[src/design/plmc_pkg.sv]
package plmc_pkg;

	localparam int MAX_POINTS = 16;
	localparam int FRAC_BITS  = 16;

	localparam int PTR_W    = $clog2(MAX_POINTS);
	localparam int CNT_W    = 5;
	localparam int COLOR_W  = 8;
	localparam int RGB_W    = 3 * COLOR_W;
	localparam int POS_W    = FRAC_BITS + 1;
	localparam int SAMPLE_W = 32;
	localparam int DIV_W    = SAMPLE_W + 1;
	localparam int DCNT_W   = $clog2(FRAC_BITS + 1);
	localparam int CFG_IDX_W  = 2;
	localparam int CFG_DATA_W = 8;

	localparam logic [POS_W-1:0] ONE = POS_W'(1) << FRAC_BITS;

	localparam logic [1:0] OP_SCAN = 2'd0;
	localparam logic [1:0] OP_MAP  = 2'd1;
	localparam logic [1:0] OP_LOAD = 2'd2;

	localparam logic [CFG_IDX_W-1:0] CFG_POINT_COUNT   = 2'd0;
	localparam logic [CFG_IDX_W-1:0] CFG_INVALID_RED   = 2'd1;
	localparam logic [CFG_IDX_W-1:0] CFG_INVALID_GREEN = 2'd2;
	localparam logic [CFG_IDX_W-1:0] CFG_INVALID_BLUE  = 2'd3;

	typedef enum logic [3:0] {
		S_IDLE,
		S_NORM_GO,
		S_NORM_WAIT,
		S_SRCH_RD,
		S_SRCH_CMP,
		S_LEFT_RD,
		S_RIGHT_RD,
		S_RIGHT_CAP,
		S_FRAC_GO,
		S_FRAC_WAIT,
		S_BLEND,
		S_OUT
	} state_t;

	typedef struct packed {
		logic                    start;
		logic signed [DIV_W-1:0] num;
		logic signed [DIV_W-1:0] den;
	} div_req_t;

	typedef struct packed {
		logic               en;
		logic [PTR_W-1:0]   addr;
		logic [POS_W-1:0]   pos;
		logic [RGB_W-1:0]   color;
	} pt_wr_t;

endpackage

[src/design/plmc_div.sv]
module plmc_div (
	input  logic                          clk,
	input  logic                          arst_n,
	input  plmc_pkg::div_req_t            req,
	output logic                          done,
	output logic [plmc_pkg::POS_W-1:0]    quo
);

	logic                              busy_q;
	logic                              done_q;
	logic [plmc_pkg::DCNT_W-1:0]       cnt_q;
	logic [plmc_pkg::DIV_W-1:0]        rem_q;
	logic [plmc_pkg::DIV_W-1:0]        den_q;
	logic [plmc_pkg::POS_W-1:0]        quo_q;

	logic [plmc_pkg::DIV_W:0]          shifted;
	logic [plmc_pkg::DIV_W:0]          diff;
	logic                              ge;
	logic                              den_bad;
	logic                              num_bad;

	// One quotient bit per cycle while busy; during the iteration the remainder stays below the divisor.
	always_comb begin
		shifted = {rem_q, 1'b0};
		diff    = shifted - {1'b0, den_q};
		ge      = (shifted >= {1'b0, den_q});
		den_bad = req.den[plmc_pkg::DIV_W-1] || (req.den == '0);
		num_bad = req.num[plmc_pkg::DIV_W-1] || (req.num == '0);
	end

	always_ff @(posedge clk or negedge arst_n) begin
		if (!arst_n) begin
			busy_q <= 1'b0;
			done_q <= 1'b0;
			cnt_q  <= '0;
		end else begin
			done_q <= 1'b0;
			if (req.start) begin
				if (den_bad || num_bad || (req.num >= req.den)) begin
					done_q <= 1'b1;
				end else begin
					busy_q <= 1'b1;
					cnt_q  <= plmc_pkg::DCNT_W'(plmc_pkg::FRAC_BITS);
				end
			end else if (busy_q) begin
				cnt_q <= cnt_q - 1'b1;
				if (cnt_q == plmc_pkg::DCNT_W'(1)) begin
					busy_q <= 1'b0;
					done_q <= 1'b1;
				end
			end
		end
	end

	always_ff @(posedge clk) begin
		if (req.start) begin
			rem_q <= req.num;
			den_q <= req.den;
			if (den_bad || num_bad) begin
				quo_q <= '0;
			end else if (req.num >= req.den) begin
				quo_q <= plmc_pkg::ONE;
			end else begin
				quo_q <= '0;
			end
		end else if (busy_q) begin
			rem_q <= ge ? diff[plmc_pkg::DIV_W-1:0] : shifted[plmc_pkg::DIV_W-1:0];
			quo_q <= {quo_q[plmc_pkg::POS_W-2:0], ge};
		end
	end

	assign done = done_q;
	assign quo  = quo_q;

endmodule

[src/design/plmc_ram.sv]
module plmc_ram (
	input  logic                          clk,
	input  plmc_pkg::pt_wr_t              wr,
	input  logic [plmc_pkg::PTR_W-1:0]    rd_addr,
	output logic [plmc_pkg::POS_W-1:0]    rd_pos,
	output logic [plmc_pkg::RGB_W-1:0]    rd_color
);

	logic [plmc_pkg::POS_W+plmc_pkg::RGB_W-1:0] mem_q [plmc_pkg::MAX_POINTS];
	logic [plmc_pkg::POS_W+plmc_pkg::RGB_W-1:0] rd_q;

	always_ff @(posedge clk) begin
		if (wr.en) begin
			mem_q[wr.addr] <= {wr.pos, wr.color};
		end
		rd_q <= mem_q[rd_addr];
	end

	assign rd_pos   = rd_q[plmc_pkg::POS_W+plmc_pkg::RGB_W-1:plmc_pkg::RGB_W];
	assign rd_color = rd_q[plmc_pkg::RGB_W-1:0];

endmodule

[src/design/piecewise_linear_colormap_top.sv]
// Channel   Direction  Handshake            Payload
// item      in         item_valid/stall     op, sample, first_of_pass, good, point_*
// result    out        result_valid/stall   red, green, blue, was_masked
// cfg       in         cfg_valid/ready      cfg_index, cfg_data
//
// Scan and load requests are handled on acceptance; a masked map request goes straight to
// output. A full one makes two passes through the bit-serial divider (a pass skips its
// iteration when the ratio saturates), a binary search on the memory's registered read
// port, a fetch of both neighboring points and a blend of each channel on one multiplier.
// Reset sets min/max and the config and control registers; the point memory is not cleared.
// A finished result waits in the output register while the next request is taken.
module piecewise_linear_colormap_top (
	input  logic                                 clk,
	input  logic                                 arst_n,

	input  logic                                 item_valid,
	output logic                                 item_stall,
	input  logic [1:0]                           op,
	input  logic signed [plmc_pkg::SAMPLE_W-1:0] sample,
	input  logic                                 first_of_pass,
	input  logic                                 good,
	input  logic [3:0]                           point_index,
	input  logic [plmc_pkg::POS_W-1:0]           point_position,
	input  logic [plmc_pkg::COLOR_W-1:0]         point_red,
	input  logic [plmc_pkg::COLOR_W-1:0]         point_green,
	input  logic [plmc_pkg::COLOR_W-1:0]         point_blue,

	output logic                                 result_valid,
	input  logic                                 result_stall,
	output logic [plmc_pkg::COLOR_W-1:0]         red,
	output logic [plmc_pkg::COLOR_W-1:0]         green,
	output logic [plmc_pkg::COLOR_W-1:0]         blue,
	output logic                                 was_masked,

	input  logic                                 cfg_valid,
	output logic                                 cfg_ready,
	input  logic [plmc_pkg::CFG_IDX_W-1:0]       cfg_index,
	input  logic [plmc_pkg::CFG_DATA_W-1:0]      cfg_data
);

	plmc_pkg::state_t state_q, state_d;

	logic [plmc_pkg::CNT_W-1:0]            point_count_q;
	logic [plmc_pkg::COLOR_W-1:0]          inv_red_q, inv_green_q, inv_blue_q;
	logic signed [plmc_pkg::SAMPLE_W-1:0]  data_min_q, data_max_q;

	logic signed [plmc_pkg::SAMPLE_W-1:0]  sample_q;
	logic                                  masked_q;
	logic [plmc_pkg::POS_W-1:0]            n_q;
	logic [plmc_pkg::PTR_W-1:0]            lo_q, hi_q;
	logic [plmc_pkg::POS_W-1:0]            pos_l_q, pos_r_q;
	logic [plmc_pkg::RGB_W-1:0]            col_l_q, col_r_q;
	logic [plmc_pkg::POS_W-1:0]            f_q;
	logic [1:0]                            blend_cnt_q;
	logic [plmc_pkg::COLOR_W-1:0]          mix_r_q, mix_g_q, mix_b_q;

	logic                                  result_valid_q;
	logic [plmc_pkg::COLOR_W-1:0]          red_q, green_q, blue_q;
	logic                                  was_masked_q;

	logic                                  accept;
	logic                                  out_free;
	logic [plmc_pkg::CNT_W-1:0]            count_eff;
	logic [plmc_pkg::PTR_W-1:0]            mid;
	logic [plmc_pkg::PTR_W-1:0]            lo_n, hi_n;
	logic                                  go_right;
	logic [plmc_pkg::PTR_W-1:0]            left_idx, right_idx;
	logic [plmc_pkg::PTR_W-1:0]            rd_addr;

	plmc_pkg::div_req_t                    div_req;
	logic                                  div_done;
	logic [plmc_pkg::POS_W-1:0]            div_quo;
	plmc_pkg::pt_wr_t                      pt_wr;
	logic [plmc_pkg::POS_W-1:0]            rd_pos;
	logic [plmc_pkg::RGB_W-1:0]            rd_color;

	logic [plmc_pkg::COLOR_W-1:0]          cl, cr;
	logic signed [plmc_pkg::COLOR_W:0]     cdiff;
	logic signed [plmc_pkg::COLOR_W+plmc_pkg::POS_W+1:0] prod;
	logic signed [plmc_pkg::COLOR_W+plmc_pkg::POS_W+1:0] mix_full;

	assign accept    = item_valid && !item_stall;
	assign out_free  = !result_valid_q || !result_stall;
	assign cfg_ready = 1'b1;

	always_comb begin
		if (point_count_q < plmc_pkg::CNT_W'(2)) begin
			count_eff = plmc_pkg::CNT_W'(2);
		end else if (32'(point_count_q) > plmc_pkg::MAX_POINTS) begin
			count_eff = plmc_pkg::CNT_W'(plmc_pkg::MAX_POINTS);
		end else begin
			count_eff = point_count_q;
		end
	end

	always_comb begin
		mid      = plmc_pkg::PTR_W'(({1'b0, lo_q} + {1'b0, hi_q}) >> 1);
		go_right = (n_q > rd_pos);
		lo_n     = go_right ? mid + 1'b1 : lo_q;
		hi_n     = go_right ? hi_q : mid;
		// A search that ends at the first point uses the first bin.
		if (lo_q == '0) begin
			left_idx  = '0;
			right_idx = plmc_pkg::PTR_W'(1);
		end else begin
			left_idx  = lo_q - 1'b1;
			right_idx = lo_q;
		end
	end

	always_comb begin
		state_d = state_q;
		case (state_q)
			plmc_pkg::S_IDLE: begin
				if (accept && op == plmc_pkg::OP_MAP) begin
					state_d = good ? plmc_pkg::S_NORM_GO : plmc_pkg::S_OUT;
				end
			end
			plmc_pkg::S_NORM_GO:   state_d = plmc_pkg::S_NORM_WAIT;
			plmc_pkg::S_NORM_WAIT: begin
				if (div_done) begin
					state_d = plmc_pkg::S_SRCH_RD;
				end
			end
			plmc_pkg::S_SRCH_RD:   state_d = plmc_pkg::S_SRCH_CMP;
			plmc_pkg::S_SRCH_CMP: begin
				state_d = (lo_n < hi_n) ? plmc_pkg::S_SRCH_RD : plmc_pkg::S_LEFT_RD;
			end
			plmc_pkg::S_LEFT_RD:   state_d = plmc_pkg::S_RIGHT_RD;
			plmc_pkg::S_RIGHT_RD:  state_d = plmc_pkg::S_RIGHT_CAP;
			plmc_pkg::S_RIGHT_CAP: state_d = plmc_pkg::S_FRAC_GO;
			plmc_pkg::S_FRAC_GO:   state_d = plmc_pkg::S_FRAC_WAIT;
			plmc_pkg::S_FRAC_WAIT: begin
				if (div_done) begin
					state_d = plmc_pkg::S_BLEND;
				end
			end
			plmc_pkg::S_BLEND: begin
				if (blend_cnt_q == 2'd2) begin
					state_d = plmc_pkg::S_OUT;
				end
			end
			plmc_pkg::S_OUT: begin
				if (out_free) begin
					state_d = plmc_pkg::S_IDLE;
				end
			end
			default: state_d = plmc_pkg::S_IDLE;
		endcase
	end

	always_comb begin
		item_stall  = (state_q != plmc_pkg::S_IDLE);
		div_req     = '0;
		rd_addr     = mid;
		case (state_q)
			plmc_pkg::S_NORM_GO: begin
				div_req.start = 1'b1;
				div_req.num   = {sample_q[plmc_pkg::SAMPLE_W-1], sample_q}
				              - {data_min_q[plmc_pkg::SAMPLE_W-1], data_min_q};
				div_req.den   = {data_max_q[plmc_pkg::SAMPLE_W-1], data_max_q}
				              - {data_min_q[plmc_pkg::SAMPLE_W-1], data_min_q};
			end
			plmc_pkg::S_FRAC_GO: begin
				div_req.start = 1'b1;
				div_req.num   = plmc_pkg::DIV_W'({1'b0, n_q})
				              - plmc_pkg::DIV_W'({1'b0, pos_l_q});
				div_req.den   = plmc_pkg::DIV_W'({1'b0, pos_r_q})
				              - plmc_pkg::DIV_W'({1'b0, pos_l_q});
			end
			plmc_pkg::S_LEFT_RD:  rd_addr = left_idx;
			plmc_pkg::S_RIGHT_RD: rd_addr = right_idx;
			default: begin
				rd_addr = mid;
			end
		endcase
	end

	always_comb begin
		pt_wr.en    = accept && (op == plmc_pkg::OP_LOAD)
		              && (32'(point_index) < plmc_pkg::MAX_POINTS);
		pt_wr.addr  = plmc_pkg::PTR_W'(point_index);
		pt_wr.pos   = point_position;
		pt_wr.color = {point_red, point_green, point_blue};
	end

	// c_l*(1-f) + c_r*f over 2^F equals c_l plus the floored (c_r-c_l)*f over 2^F.
	always_comb begin
		case (blend_cnt_q)
			2'd0: begin
				cl = col_l_q[3*plmc_pkg::COLOR_W-1:2*plmc_pkg::COLOR_W];
				cr = col_r_q[3*plmc_pkg::COLOR_W-1:2*plmc_pkg::COLOR_W];
			end
			2'd1: begin
				cl = col_l_q[2*plmc_pkg::COLOR_W-1:plmc_pkg::COLOR_W];
				cr = col_r_q[2*plmc_pkg::COLOR_W-1:plmc_pkg::COLOR_W];
			end
			default: begin
				cl = col_l_q[plmc_pkg::COLOR_W-1:0];
				cr = col_r_q[plmc_pkg::COLOR_W-1:0];
			end
		endcase
		cdiff    = $signed({1'b0, cr}) - $signed({1'b0, cl});
		prod     = cdiff * $signed({1'b0, f_q});
		mix_full = (prod >>> plmc_pkg::FRAC_BITS)
		         + $signed((plmc_pkg::COLOR_W+plmc_pkg::POS_W+2)'({1'b0, cl}));
	end

	always_ff @(posedge clk or negedge arst_n) begin
		if (!arst_n) begin
			state_q        <= plmc_pkg::S_IDLE;
			point_count_q  <= plmc_pkg::CNT_W'(2);
			inv_red_q      <= '0;
			inv_green_q    <= '0;
			inv_blue_q     <= '0;
			data_min_q     <= '0;
			data_max_q     <= '0;
			result_valid_q <= 1'b0;
			blend_cnt_q    <= '0;
		end else begin
			state_q <= state_d;
			if (cfg_valid && cfg_ready) begin
				case (cfg_index)
					plmc_pkg::CFG_POINT_COUNT:   point_count_q <= cfg_data[plmc_pkg::CNT_W-1:0];
					plmc_pkg::CFG_INVALID_RED:   inv_red_q     <= cfg_data;
					plmc_pkg::CFG_INVALID_GREEN: inv_green_q   <= cfg_data;
					plmc_pkg::CFG_INVALID_BLUE:  inv_blue_q    <= cfg_data;
					default: begin
					end
				endcase
			end
			if (accept && op == plmc_pkg::OP_SCAN) begin
				if (first_of_pass) begin
					data_min_q <= sample;
					data_max_q <= sample;
				end else begin
					if (sample < data_min_q) begin
						data_min_q <= sample;
					end
					if (sample > data_max_q) begin
						data_max_q <= sample;
					end
				end
			end
			if (state_q == plmc_pkg::S_BLEND) begin
				blend_cnt_q <= (blend_cnt_q == 2'd2) ? 2'd0 : blend_cnt_q + 1'b1;
			end
			if (state_q == plmc_pkg::S_OUT && out_free) begin
				result_valid_q <= 1'b1;
			end else if (!result_stall) begin
				result_valid_q <= 1'b0;
			end
		end
	end

	always_ff @(posedge clk) begin
		if (accept) begin
			sample_q <= sample;
			masked_q <= !good;
		end
		case (state_q)
			plmc_pkg::S_NORM_WAIT: begin
				n_q  <= div_quo;
				lo_q <= '0;
				hi_q <= plmc_pkg::PTR_W'(count_eff - 1'b1);
			end
			plmc_pkg::S_SRCH_CMP: begin
				lo_q <= lo_n;
				hi_q <= hi_n;
			end
			plmc_pkg::S_RIGHT_RD: begin
				pos_l_q <= rd_pos;
				col_l_q <= rd_color;
			end
			plmc_pkg::S_RIGHT_CAP: begin
				pos_r_q <= rd_pos;
				col_r_q <= rd_color;
			end
			plmc_pkg::S_FRAC_WAIT: f_q <= div_quo;
			plmc_pkg::S_BLEND: begin
				case (blend_cnt_q)
					2'd0:    mix_r_q <= mix_full[plmc_pkg::COLOR_W-1:0];
					2'd1:    mix_g_q <= mix_full[plmc_pkg::COLOR_W-1:0];
					default: mix_b_q <= mix_full[plmc_pkg::COLOR_W-1:0];
				endcase
			end
			default: begin
			end
		endcase
		if (state_q == plmc_pkg::S_OUT && out_free) begin
			was_masked_q <= masked_q;
			red_q        <= masked_q ? inv_red_q   : mix_r_q;
			green_q      <= masked_q ? inv_green_q : mix_g_q;
			blue_q       <= masked_q ? inv_blue_q  : mix_b_q;
		end
	end

	assign result_valid = result_valid_q;
	assign red          = red_q;
	assign green        = green_q;
	assign blue         = blue_q;
	assign was_masked   = was_masked_q;

	plmc_div u_div (
		.clk    (clk),
		.arst_n (arst_n),
		.req    (div_req),
		.done   (div_done),
		.quo    (div_quo)
	);

	plmc_ram u_ram (
		.clk      (clk),
		.wr       (pt_wr),
		.rd_addr  (rd_addr),
		.rd_pos   (rd_pos),
		.rd_color (rd_color)
	);

endmodule
[config.mk]
export PLATFORM = sky130hd
export DESIGN_NAME = piecewise_linear_colormap_top
export DESIGN_NICKNAME = d
export VERILOG_FILES = /design/src/design/plmc_pkg.sv /design/src/design/plmc_div.sv /design/src/design/plmc_ram.sv /design/src/design/piecewise_linear_colormap_top.sv
export SDC_FILE = /design/constraint.sdc
export NUM_CORES = 2
export LEC_CHECK = 0
export BUFFER_PORTS_ARGS = -buffer_cell sky130_fd_sc_hd__buf_2
export CAP_MARGIN = 20
export CORE_AREA = 5 5 365 367
export CTS_CLUSTER_SIZE = 20
export DETAILED_ROUTE_END_ITERATION = 16
export DIE_AREA = 0 0 370 372
export PLACE_DENSITY = 0.72
export SLEW_MARGIN = 10
export SYNTH_ARGS = -nofsm -noshare
export SYNTH_HDL_FRONTEND = slang
export SYNTH_HIERARCHICAL = 1
export SYNTH_SLANG_ARGS = --single-unit
[constraint.sdc]
create_clock -name clk -period 8.1 [get_ports clk]
set_input_delay 2.43 -clock clk [delete_from_list [all_inputs] [get_ports clk]]
set_output_delay 2.43 -clock clk [all_outputs]
set_load 0.01 [all_outputs]
==> flow_summary.ini <==
[synth]
yosysWarnings = 6
synthMuxAreaShare_pct = 10.19
synth_adder_area_share_pct = 11.38
synthArstFlopShare_pct = 9.790
ys_ff_latch = 1093
synth_compound_area_share_pct = 8.338
synth_nets = 4417
postSynthAreaPerCell_um2 = 14.21
synth_top_family_by_area = adder cells
yosysUniqueCellTypes = 99
synth_top_flop_cell = edfxtp_1
syn-cell-area_mm2 = 0.05524
synth_edf_count = 945
synth-simple-area-share_pct = 6.732
syn_inst = 3888
yosysSeqAreaShare_pct = 57.71
yosys.area_share.xor_xnor_pct = 2.365

[hold_path]
whs_path_depth = 0
hold_path.class = flop to flop
min-delay-start = u_ram/rd_q[19]
hold_path_end = col_l_q[19]

[timing]
max_slew_margin_pct = 25.09
worst_pin_slew_ns = 1.121
rsz0062_at_grt = true
setup_tns_ns = 0
fmax_mhz = 126.2
period_needed_ns = 7.921
finClkSkew_ns = 0.07036
setup_viol = 0
min_period_over_period_pct = 97.79
fin_ws_ns = 0.1789
drv_slew = 0
hold_viol_final = 0

[detailed_routing]
dr.pass1.iters = 8
vias = 32910
ant_nets = 0
finalWirelength_um = 127300
drc_errors = 0
detail_route.iter0.violations = 2690
wl_per_cell_um = 21.39
vias_per_cell = 5.529

[status]
status = completed

[floorplan]
dieArea_mm2 = 0.1376
start_util_pct = 42.77
row_count = 132
core_mm2 = 0.1292
dieWidth_um = 370
die_y_um = 372
ios = 124

[setup_path]
r2r-end = mix_r_q[7]
cpPeakStageDelay_ns = 0.53
critPathKind = flop to flop
required_ns = 8.57
r2r_slack_ns = 0.18
worstSetupEndpointType = flop
r2r-start = blend_cnt_q[0]
slowest_stage = fa_1
crit_arrival_ns = 8.39
critPathMaxFanout = 8
r2r_cells = 35
start_kind = flop

[clocking]
h-tree-depth = 3
cts_buffer_depth = 3
cts_buffers = 111
cts-root-buf = clkbuf_16
cts_tree = built
path_clk_slew_ns = 0.06
clk_latency_ns = 0.74
cts_num_sinks = 1093

[place]
hpwl_um = 84750
gp_congestion = 0.8824
port_buffers = 122
dp_worst_setup_slack_ns = -0.07819
place_area_mm2 = 0.05847

[global_route]
grt_max_degree = 146
grt_use_total_pct = 18.43
grt_pass1_vias = 33930
antenna_found_initial = 23
overflow = 0
grt_pass1_wl_um = 196500

[cells_and_area]
finalInstanceArea_mm2 = 0.06251
mostFrequentLayoutCell = edfxtp_1
fin_util_pct = 48.40
num-nets-final = 4636
syn_to_final_growth_pct = 13.17
layout_common_cells = edfxtp_1 (945), inv_1 (317), ha_1 (312), nand2_1 (213), mux4_2 (164)
drive_above_1_share_pct = 19.24

[job]
maxCapViolCount = 0
synth_stat cells (18+ instances only):
master | count | area share (%)
edfxtp_1 | 945 | 51
ha_1 | 320 | 7.2
inv_1 | 320 | 2.2
nand2_1 | 216 | 1.5
a21oi_1 | 165 | 1.5
mux4_2 | 164 | 6.7
nor2_1 | 132 | 0.90
o21ai_0 | 123 | 1.1
mux2_2 | 122 | 2.5
fa_1 | 113 | 4.1
dfrtp_1 | 106 | 4.8
a21o_1 | 105 | 1.4
xnor2_1 | 85 | 1.3
a22oi_1 | 84 | 1.1
and2_1 | 79 | 0.89
clkbuf_1 | 66 | 0.45
xor2_1 | 56 | 0.89
nand2b_1 | 51 | 0.58
nand3_1 | 44 | 0.40
nor2b_1 | 44 | 0.50
dfxtp_1 | 41 | 1.5
nor3_1 | 40 | 0.36
nand4_1 | 37 | 0.42
o22ai_1 | 33 | 0.37
nor4_1 | 26 | 0.29
o21a_1 | 23 | 0.31
a31oi_1 | 22 | 0.25
mux2i_1 | 20 | 0.36
buf_1 | 19 | 0.13
buf_2 | 18 | 0.16
o21bai_1 | 18 | 0.24
cell type report:
type / count / area [um2]
well taps: 1742 / 2180
multi-input cells: 2347 / 22000
diodes: 11 / 27.53
clock buffers: 134 / 2965
flip-flops and latches: 1093 / 31880
fillers: 11000 / 66640
repair buffers: 230 / 1534
inverters: 324 / 1224
clock inverters: 71 / 700.7
state kept, by name (all words and copies together), names as in the netlist, 17 cells and up:
signal	cells
pos_r_q	17
pos_l_q	17
sample_q	32
n_q	17
col_l_q	24
u_ram/mem_q	656
u_div/den_q	33
data_max_q	32
u_ram/rd_q	41
u_div/quo	17
col_r_q	24
f_q	17
u_div/rem_q	33
data_min_q	32
per-stage QoR:
| step | hold slack (ns) | instances |
|---|---|---|
| after floorplan | 0.4037 | 3888 |
| after global placement | 0.4087 | 5722 |
| after detailed placement | 0.4127 | 5723 |
| after CTS | 0.4283 | 5930 |
| after global routing | 0.4427 | 5942 |
| final | 0.4290 | 5952 |
logic make-up after synthesis:
| kind of cell | count (synthesis) |
|---|---|
| buffers and inverters | 448 |
| other | 1 |
| adder cells (fa/ha/maj) | 435 |
| flip-flops | 1093 |
| XOR/XNOR | 145 |
| multiplexers | 332 |
| AND/OR/NAND/NOR | 738 |
| AO/OA/AOI/OAI | 696 |
metal layers:
metal  wire (um)  global-route usage (%)
met2       63310                   31.86
met3        9220                   3.853
met4        3163                   5.032
met1       51600                   23.68
met5          41                       0
timing repair:
action,4_1_cts,5_1_grt
setup endpoints to repair,9,18
setup buffers,2,9
gates cloned,0,1
resized for setup,5,40
hold buffers,0,0
pin swaps,9,32
worst max path at each step:
| stage | from | to | slack (ns) |
|---|---|---|---|
| after floorplan | blend_cnt_q[0] | mix_b_q[6] | 0.03 |
| after global placement | blend_cnt_q[0] | mix_b_q[6] | 0.0005 |
| after detailed placement | blend_cnt_q[0] | mix_b_q[6] | -0.08 |
| after CTS | blend_cnt_q[0] | mix_g_q[6] | 0.03 |
| after global routing | blend_cnt_q[0] | mix_g_q[6] | -0.18 |
| final | blend_cnt_q[0] | mix_r_q[7] | 0.18 |
critical path: cells and delay by family, from the launching register on:
kind | cells | cell delay (ns)
adders and majority gates | 9 | 3.32
AOI/OAI and AO/OA | 14 | 2.30
buffers and inverters | 5 | 0.63
xor gates and xnor gates | 3 | 0.45
DFF | 1 | 0.42
and+or+nand+nor | 3 | 0.32
muxes | 1 | 0.22
Power is not shown: default switching activity piles up to over one toggle a cycle in this logic, so the estimate is an artifact.
